**config.mk**
```make
export PLATFORM = sky130hd
export DESIGN_NAME = wpf_front
export DESIGN_NICKNAME = d
export VERILOG_FILES = /design/src/design/wisper_pixel_fusion_macros.svh /design/src/design/wpf_pkg.sv /design/src/design/wpf_front.sv
export SDC_FILE = /design/constraint.sdc
export NUM_CORES = 2
export LEC_CHECK = 0
export ABC_CLOCK_PERIOD_IN_PS = 14500
export BUFFER_PORTS_ARGS = -buffer_cell sky130_fd_sc_hd__buf_2
export CAP_MARGIN = 40
export CORE_MARGIN = 1.5
export CORE_UTILIZATION = 60
export DETAILED_ROUTE_END_ITERATION = 10
export GPL_TIMING_DRIVEN = 1
export PLACE_DENSITY = 0.78
export REMOVE_ABC_BUFFERS = 1
export SLEW_MARGIN = 20
export SYNTH_ARGS = -nofsm -noshare
export SYNTH_HDL_FRONTEND = slang
export SYNTH_SLANG_ARGS = --single-unit
```
**constraint.sdc**
```tcl
create_clock -name clk -period 14.5 [get_ports clk]
set_input_delay 0.725 -clock clk [delete_from_list [all_inputs] [get_ports clk]]
set_output_delay 0.725 -clock clk [all_outputs]
set_load 0.02 [all_outputs]
```
**src/design/wisper_pixel_fusion_macros.svh**
```systemverilog
// Assertion helpers shared by the fusion block
`ifndef WISPER_PIXEL_FUSION_MACROS_SVH
`define WISPER_PIXEL_FUSION_MACROS_SVH

// Same-cycle implication, checked out of reset
`define WPF_ASSERT_NOW(lbl, ante, cons, msg) \
  lbl: assert property (@(posedge clk) disable iff (!rst_n) (ante) |-> (cons)) \
    else $error(msg);

// Next-cycle implication, checked out of reset
`define WPF_ASSERT_NEXT(lbl, ante, cons, msg) \
  lbl: assert property (@(posedge clk) disable iff (!rst_n) (ante) |=> (cons)) \
    else $error(msg);

`endif

```
**src/design/wpf_pkg.sv**
```systemverilog
`timescale 1ns / 1ps
package wpf_pkg;

  // Field counts and widths
  localparam int NBAND_FIELDS  = 4;
  localparam int NLEVEL_FIELDS = 4;
  localparam int BIDX_W        = $clog2(NBAND_FIELDS);
  localparam int VAL_W         = 16;
  localparam int DET_W         = 18;
  localparam int REG_W         = 24;
  localparam int FRAC_W        = 16;
  localparam int SCALED_W      = VAL_W + REG_W;
  // Widest sum over the largest band count
  localparam int SUM_W         = SCALED_W + $clog2(NBAND_FIELDS);
  localparam int DSUM_W        = DET_W + $clog2(NLEVEL_FIELDS);

  localparam int IN_DATA_W     = NBAND_FIELDS * VAL_W + NLEVEL_FIELDS * DET_W;
  localparam int OUT_DATA_W    = NBAND_FIELDS * VAL_W;

  // Pipeline depth outside the divider
  localparam int FRONT_STG     = 3;
  localparam int BACK_STG      = 3;

  // Configuration map
  localparam int CFG_IDX_W       = 4;
  localparam int CFG_WEIGHT_BASE = NBAND_FIELDS;
  localparam int CFG_REG_COUNT   = 2 * NBAND_FIELDS;
  localparam logic [REG_W-1:0] REG_RESET = 24'h010000;

  localparam int DEF_BANDS         = 4;
  localparam int DEF_DETAIL_LEVELS = 4;

  typedef logic [VAL_W-1:0]        val_t;
  typedef logic signed [DET_W-1:0] det_t;
  typedef logic [REG_W-1:0]        reg_t;

  // Per-pixel data that rides alongside the divider
  typedef struct packed {
    val_t [NBAND_FIELDS-1:0]    val;
    logic signed [DSUM_W-1:0]   dsum;
    logic                       zero;
  } side_t;

endpackage

```
**src/design/wpf_front.sv**
```systemverilog
`timescale 1ns / 1ps
module wpf_front #(
  parameter int BANDS         = wpf_pkg::DEF_BANDS,
  parameter int DETAIL_LEVELS = wpf_pkg::DEF_DETAIL_LEVELS,
  parameter int QUO_W         = 19
) (
  input  logic                                                clk,
  input  logic [wpf_pkg::FRONT_STG-1:0]                       en,
  input  wpf_pkg::val_t [wpf_pkg::NBAND_FIELDS-1:0]           val_i,
  input  wpf_pkg::det_t [wpf_pkg::NLEVEL_FIELDS-1:0]          det_i,
  input  wpf_pkg::reg_t [wpf_pkg::NBAND_FIELDS-1:0]           gain_i,
  output logic [wpf_pkg::NBAND_FIELDS-1:0][wpf_pkg::SUM_W+QUO_W-1:0] n_o,
  output logic [wpf_pkg::SUM_W-1:0]                           d_o,
  output wpf_pkg::side_t                                      side_o
);
  import wpf_pkg::*;

  localparam int NW = SUM_W + QUO_W;

  logic [SCALED_W-1:0] scaled0_nxt [NBAND_FIELDS];
  logic [SCALED_W-1:0] scaled0_r   [NBAND_FIELDS];
  logic [SCALED_W-1:0] scaled1_r   [NBAND_FIELDS];
  logic signed [DSUM_W-1:0] dsum0_nxt;
  side_t side0_r, side1_r, side2_r;
  logic [SUM_W-1:0] sum1_nxt, sum1_r, d2_r;
  logic [NW-1:0] n2_nxt [NBAND_FIELDS];
  logic [NW-1:0] n2_r   [NBAND_FIELDS];

  // Stage 0: gain products and detail sum
  always_comb begin
    dsum0_nxt = '0;
    for (int l = 0; l < DETAIL_LEVELS; l++) begin
      dsum0_nxt = dsum0_nxt + DSUM_W'(det_i[l]);
    end
    for (int b = 0; b < NBAND_FIELDS; b++) begin
      if (b < BANDS) begin
        scaled0_nxt[b] = SCALED_W'(gain_i[b]) * SCALED_W'(val_i[b]);
      end else begin
        scaled0_nxt[b] = '0;
      end
    end
  end

  always_ff @(posedge clk) begin
    if (en[0]) begin
      scaled0_r    <= scaled0_nxt;
      side0_r.val  <= val_i;
      side0_r.dsum <= dsum0_nxt;
      side0_r.zero <= 1'b0;
    end
  end

  // Stage 1: sum of scaled bands
  always_comb begin
    sum1_nxt = '0;
    for (int b = 0; b < BANDS; b++) begin
      sum1_nxt = sum1_nxt + SUM_W'(scaled0_r[b]);
    end
  end

  always_ff @(posedge clk) begin
    if (en[1]) begin
      scaled1_r <= scaled0_r;
      sum1_r    <= sum1_nxt;
      side1_r   <= side0_r;
    end
  end

  // Stage 2: dividends scaled*BANDS*2^16 plus half the divisor for rounding
  always_comb begin
    for (int b = 0; b < NBAND_FIELDS; b++) begin
      if (b < BANDS) begin
        n2_nxt[b] = ((NW'(scaled1_r[b]) * NW'(BANDS)) << FRAC_W) + NW'(sum1_r >> 1);
      end else begin
        n2_nxt[b] = '0;
      end
    end
  end

  always_ff @(posedge clk) begin
    if (en[2]) begin
      n2_r         <= n2_nxt;
      d2_r         <= sum1_r;
      side2_r.val  <= side1_r.val;
      side2_r.dsum <= side1_r.dsum;
      side2_r.zero <= (sum1_r == '0);
    end
  end

  always_comb begin
    for (int b = 0; b < NBAND_FIELDS; b++) begin
      n_o[b] = n2_r[b];
    end
  end
  assign d_o    = d2_r;
  assign side_o = side2_r;

endmodule

```
# After elaboration in Yosys (flattened, before gate mapping)
# Cells that the tools add are included.
# totals
regBits,901
out_inout_bits,371
# op_classes
reduce_logical,1
mul,4
addsub,10
# ops
op,count
$add A58 B41 Y59,4
$mul A24 B16 Y40,4
$add A41 B40 Y42,1
$add A42 B40 Y42,1
$logic_not A42 Y1,1
$add A40 B40 Y41,1
$add A19 B18 Y20,1
$add A20 B18 Y20,1
$add A18 B18 Y19,1

# Depth between registers and ports, before layout
# depth
ltp_word,3
depth_mapped,25
ltp_nobuf,24

# Worst setup path before layout
# OpenSTA, ideal clock, no wires.
# synth_timing
path_kind,in2reg
from,input gain_i[66] in the netlist's numbering
to,register scaled0_r[74] in the netlist's numbering (data pin)
slack_ps,7849
stages,23
setup_ps,265
t_required_ps,14235
arrival_time_ps,6386
path_cell_list,clkbuf_1 > nand2_1 > fa_1 > fa_1 > fa_1 > inv_1 > fa_1 > fa_1 > inv_1 > fa_1 > inv_1 > ha_1 > clkbuf_1 > a21oi_1 > o21ai_0 > a2111oi_0 > o21ai_0 > a221oi_1 > o21ai_1 > a221o_1 > a21oi_2 > o21ai_0 > xor2_1
# synth_rtl
item,line_no,text
"start, declared",wpf_front.sv:11,"input wpf_pkg::reg_t [wpf_pkg::NBAND_FIELDS-1:0] gain_i,"
"end signal, assigned",wpf_front.sv:46,scaled0_r <= scaled0_nxt;
"end, declared",wpf_front.sv:21,logic [SCALED_W-1:0] scaled0_r [NBAND_FIELDS];

==> results_dict.tcl <==
set metrics [dict create \
    cpMostUsedCell "fa_1" \
    outcome "completed" \
    arrival_ps 7240 \
    dp_hpwl_microns 170000 \
    coreArea_sq_um 140000 \
    initial_core_util 0.607 \
    antenna_found_initial 18 \
    synth.top_cell.area_share 0.317 \
    ys.flop_type "edfxtp_1" \
    gr-total-overflow 0 \
    max_stage_delay_ps 540 \
    die_h_microns 379 \
    layout-area-overhead-vs-synth_pct 8.19 \
    cts_resized 0 \
    crit_path_start_kind "primary input" \
    finalCritPeriodShare 0.470 \
    postSynth.asyncResetShare 0 \
    cts_setup_buffers 0 \
    synth_cell_types 87 \
    crit_family "adder cells" \
    drv_cap 0 \
    slew_headroom 0.320 \
    setup_tns_ps 0 \
    drcViolationCount 0 \
    rsz0062_at_grt "false" \
    cp-end-kind "register" \
    first_pass_iters 7 \
    critPathBufInv 4 \
    ant_nets 0 \
    clk_latency_ps 710 \
    holdBufCountCts 0 \
    fill_cells 10800 \
    netlist_area_sq_um 85000 \
    crit_type "in -> reg" \
    fmax_mhz 147 \
    cts_buffers 88 \
    cp.required_ps 14930 \
    worstMarginPinSlew_ps 1020 \
    syn_avg_cell_area_sq_um 10.8 \
    synth_enable_flop_cells 821 \
    tritoncts "built" \
    fin_worst_skew_ps 36.3 \
    post-route-min-period_ps 6810 \
    drtIter0Drc 5094 \
    grt_start_max_net_pins 163 \
    crit_path_max_fanout 25 \
    grt_pass1_wl_microns 340000 \
    final_common_cell "inv_1" \
    clk_pin_slew_ps 60 \
    gp_congestion 0.954 \
    boundaryPins 607 \
    worstHoldPathType "in -> reg" \
    grt.total_usage 0.312 \
    synth_cells 7894 \
    synthTopCellsByArea "fa_1 32%, edfxtp_1 29%, ha_1 8.8%" \
    cpMaxStageDelayCell "fa_1" \
    hold_viol 0 \
    ys_ff_latch 821 \
    h-tree-depth 3 \
    path_cells "buf_2 > nand2_1 > fa_1 > fa_1 > fa_1 > inv_1 > fa_1 > fa_1 > inv_1 > fa_1 > inv_1 > ha_1 > and3_1 > and3_1 > o311ai_2 > a31oi_1 > a2111o_1 > a21oi_2 > o31ai_1 > nand3_1 > a31oi_1 > xor2_1" \
    layout-drive-gt1-share 0.0943 \
    yosys_warnings 0 \
    clockBufferDepth 3 \
    vias 58900 \
    root_buffer "clkbuf_16" \
    rows 137 \
    die_area_sq_um 144000 \
    fin_nets 10500 \
    wl_per_cell_microns 21.4 \
    dieWidth_microns 379 \
    totalWireLength_microns 219000 \
    layout_common_cells "1479 x inv_1, 1345 x fa_1, 1048 x nand2_1, 821 x edfxtp_1, 655 x and2_1" \
    port_buffers 598 \
    synth_top_area_cell "fa_1" \
    slew_viol_final 0 \
    setup_violations 0 \
    ys_seq_area_frac 0.290 \
    viasPerCell 5.76 \
    grt_pass1_vias 61200 \
    clkSinkCount 821 \
]
[flip-flops by register name, indices dropped and copies added (netlist names)]
name       flops
side1_r       84
scaled0_r    160
side_o        85
scaled1_r    160
n_o          164
sum1_r        42
d_o           42
side0_r       84
[routing by layer]
| metal | vias up | track usage | part of all wire |
|---|---|---|---|
| met1 | 29900 | 0.422 | 0.39 |
| met3 | 577 | 0.0471 | 0.086 |
| met2 | 2820 | 0.496 | 0.47 |
| met5 | - | 0 | 0.00016 |
| li1 | 25600 | - | - |
| met4 | 8 | 0.153 | 0.053 |
[cells in the mapped netlist (5+ instances only)]
| cell type | instances |
|---|---|
| a211o_1 | 6 |
| or2_2 | 6 |
| fa_1 | 1345 |
| o21bai_1 | 37 |
| a2111oi_0 | 6 |
| nand3_1 | 82 |
| a311o_1 | 5 |
| nand4_1 | 26 |
| o31a_1 | 6 |
| edfxtp_1 | 821 |
| xor2_1 | 104 |
| and4_1 | 7 |
| buf_4 | 80 |
| a211oi_1 | 18 |
| nand2b_1 | 42 |
| o31ai_1 | 6 |
| a21oi_1 | 251 |
| and2_1 | 655 |
| a31o_2 | 8 |
| and3_1 | 52 |
| a21o_1 | 149 |
| o21ai_0 | 110 |
| a21boi_0 | 7 |
| nor3_1 | 36 |
| o21a_1 | 29 |
| xnor2_1 | 235 |
| a31oi_1 | 30 |
| nor4_1 | 20 |
| or3_1 | 7 |
| nand2_1 | 1048 |
| o211ai_1 | 10 |
| ha_1 | 600 |
| nor3b_1 | 6 |
| a21oi_2 | 7 |
| clkbuf_1 | 248 |
| nor2_1 | 164 |
| nor2b_1 | 44 |
| nand3b_1 | 5 |
| inv_1 | 1479 |
| a221oi_1 | 7 |
| o21ai_1 | 12 |
[final cells by class]
type / count / area, sq um / area share
multi-input cells: 5273 / 53200 / 0.579
flip-flops and latches: 821 / 24700 / 0.268
inverters: 1479 / 5550 / 0.0604
repair buffers: 609 / 3170 / 0.0345
well taps: 1876 / 2350 / 0.0255
clock buffers: 103 / 2300 / 0.0250
clock inverters: 54 / 626 / 0.00681
diodes: 5 / 12.5 / 0.000136
[kinds of logic (layout without fill, tap and decap cells)]
family / after synthesis / after routing / synth area share
buffers and inverters: 1807 / 2245 / 0.0834
flip-flops: 821 / 821 / 0.290
other: 1 / 13 / 0.0000441
AO/OA/AOI/OAI: 770 / 770 / 0.0600
XOR/XNOR: 339 / 339 / 0.0349
multiplexers: 2 / 2 / 0.000250
adder cells (fa/ha/maj): 1945 / 1945 / 0.405
AND/OR/NAND/NOR: 2209 / 2209 / 0.126
[stage by stage]
stage | area (sq um) | utilization | worst slack, ps | std cells | hold slack [ps]
after floorplan | 83500 | - | 8110 | 7573 | 400
after global placement | 88900 | 0.635 | 7360 | 10100 | 401
after detailed placement | 88900 | 0.635 | 7150 | 10100 | 405
after CTS | 91900 | 0.656 | 7860 | 10200 | 321
after global routing | 91900 | 0.656 | 7220 | 10200 | 359
final | 91900 | 0.656 | 7690 | 10200 | 368
[final timing paths]
path	startpoint	end	depth (start not counted)	slack, ps
worst min register to register	side1_r[75]	side_o[75]	0	410
worst min-delay path	det_i[54]	side0_r[1]	2	370
worst max register to register	scaled0_r[81]	sum1_r[37]	15	9390
worst max-delay path	val_i[1]	scaled0_r[158]	22	7690
Power is left out: the tool's default activity adds up to more than one toggle a clock period on the data nets, which glitch-free logic cannot reach.
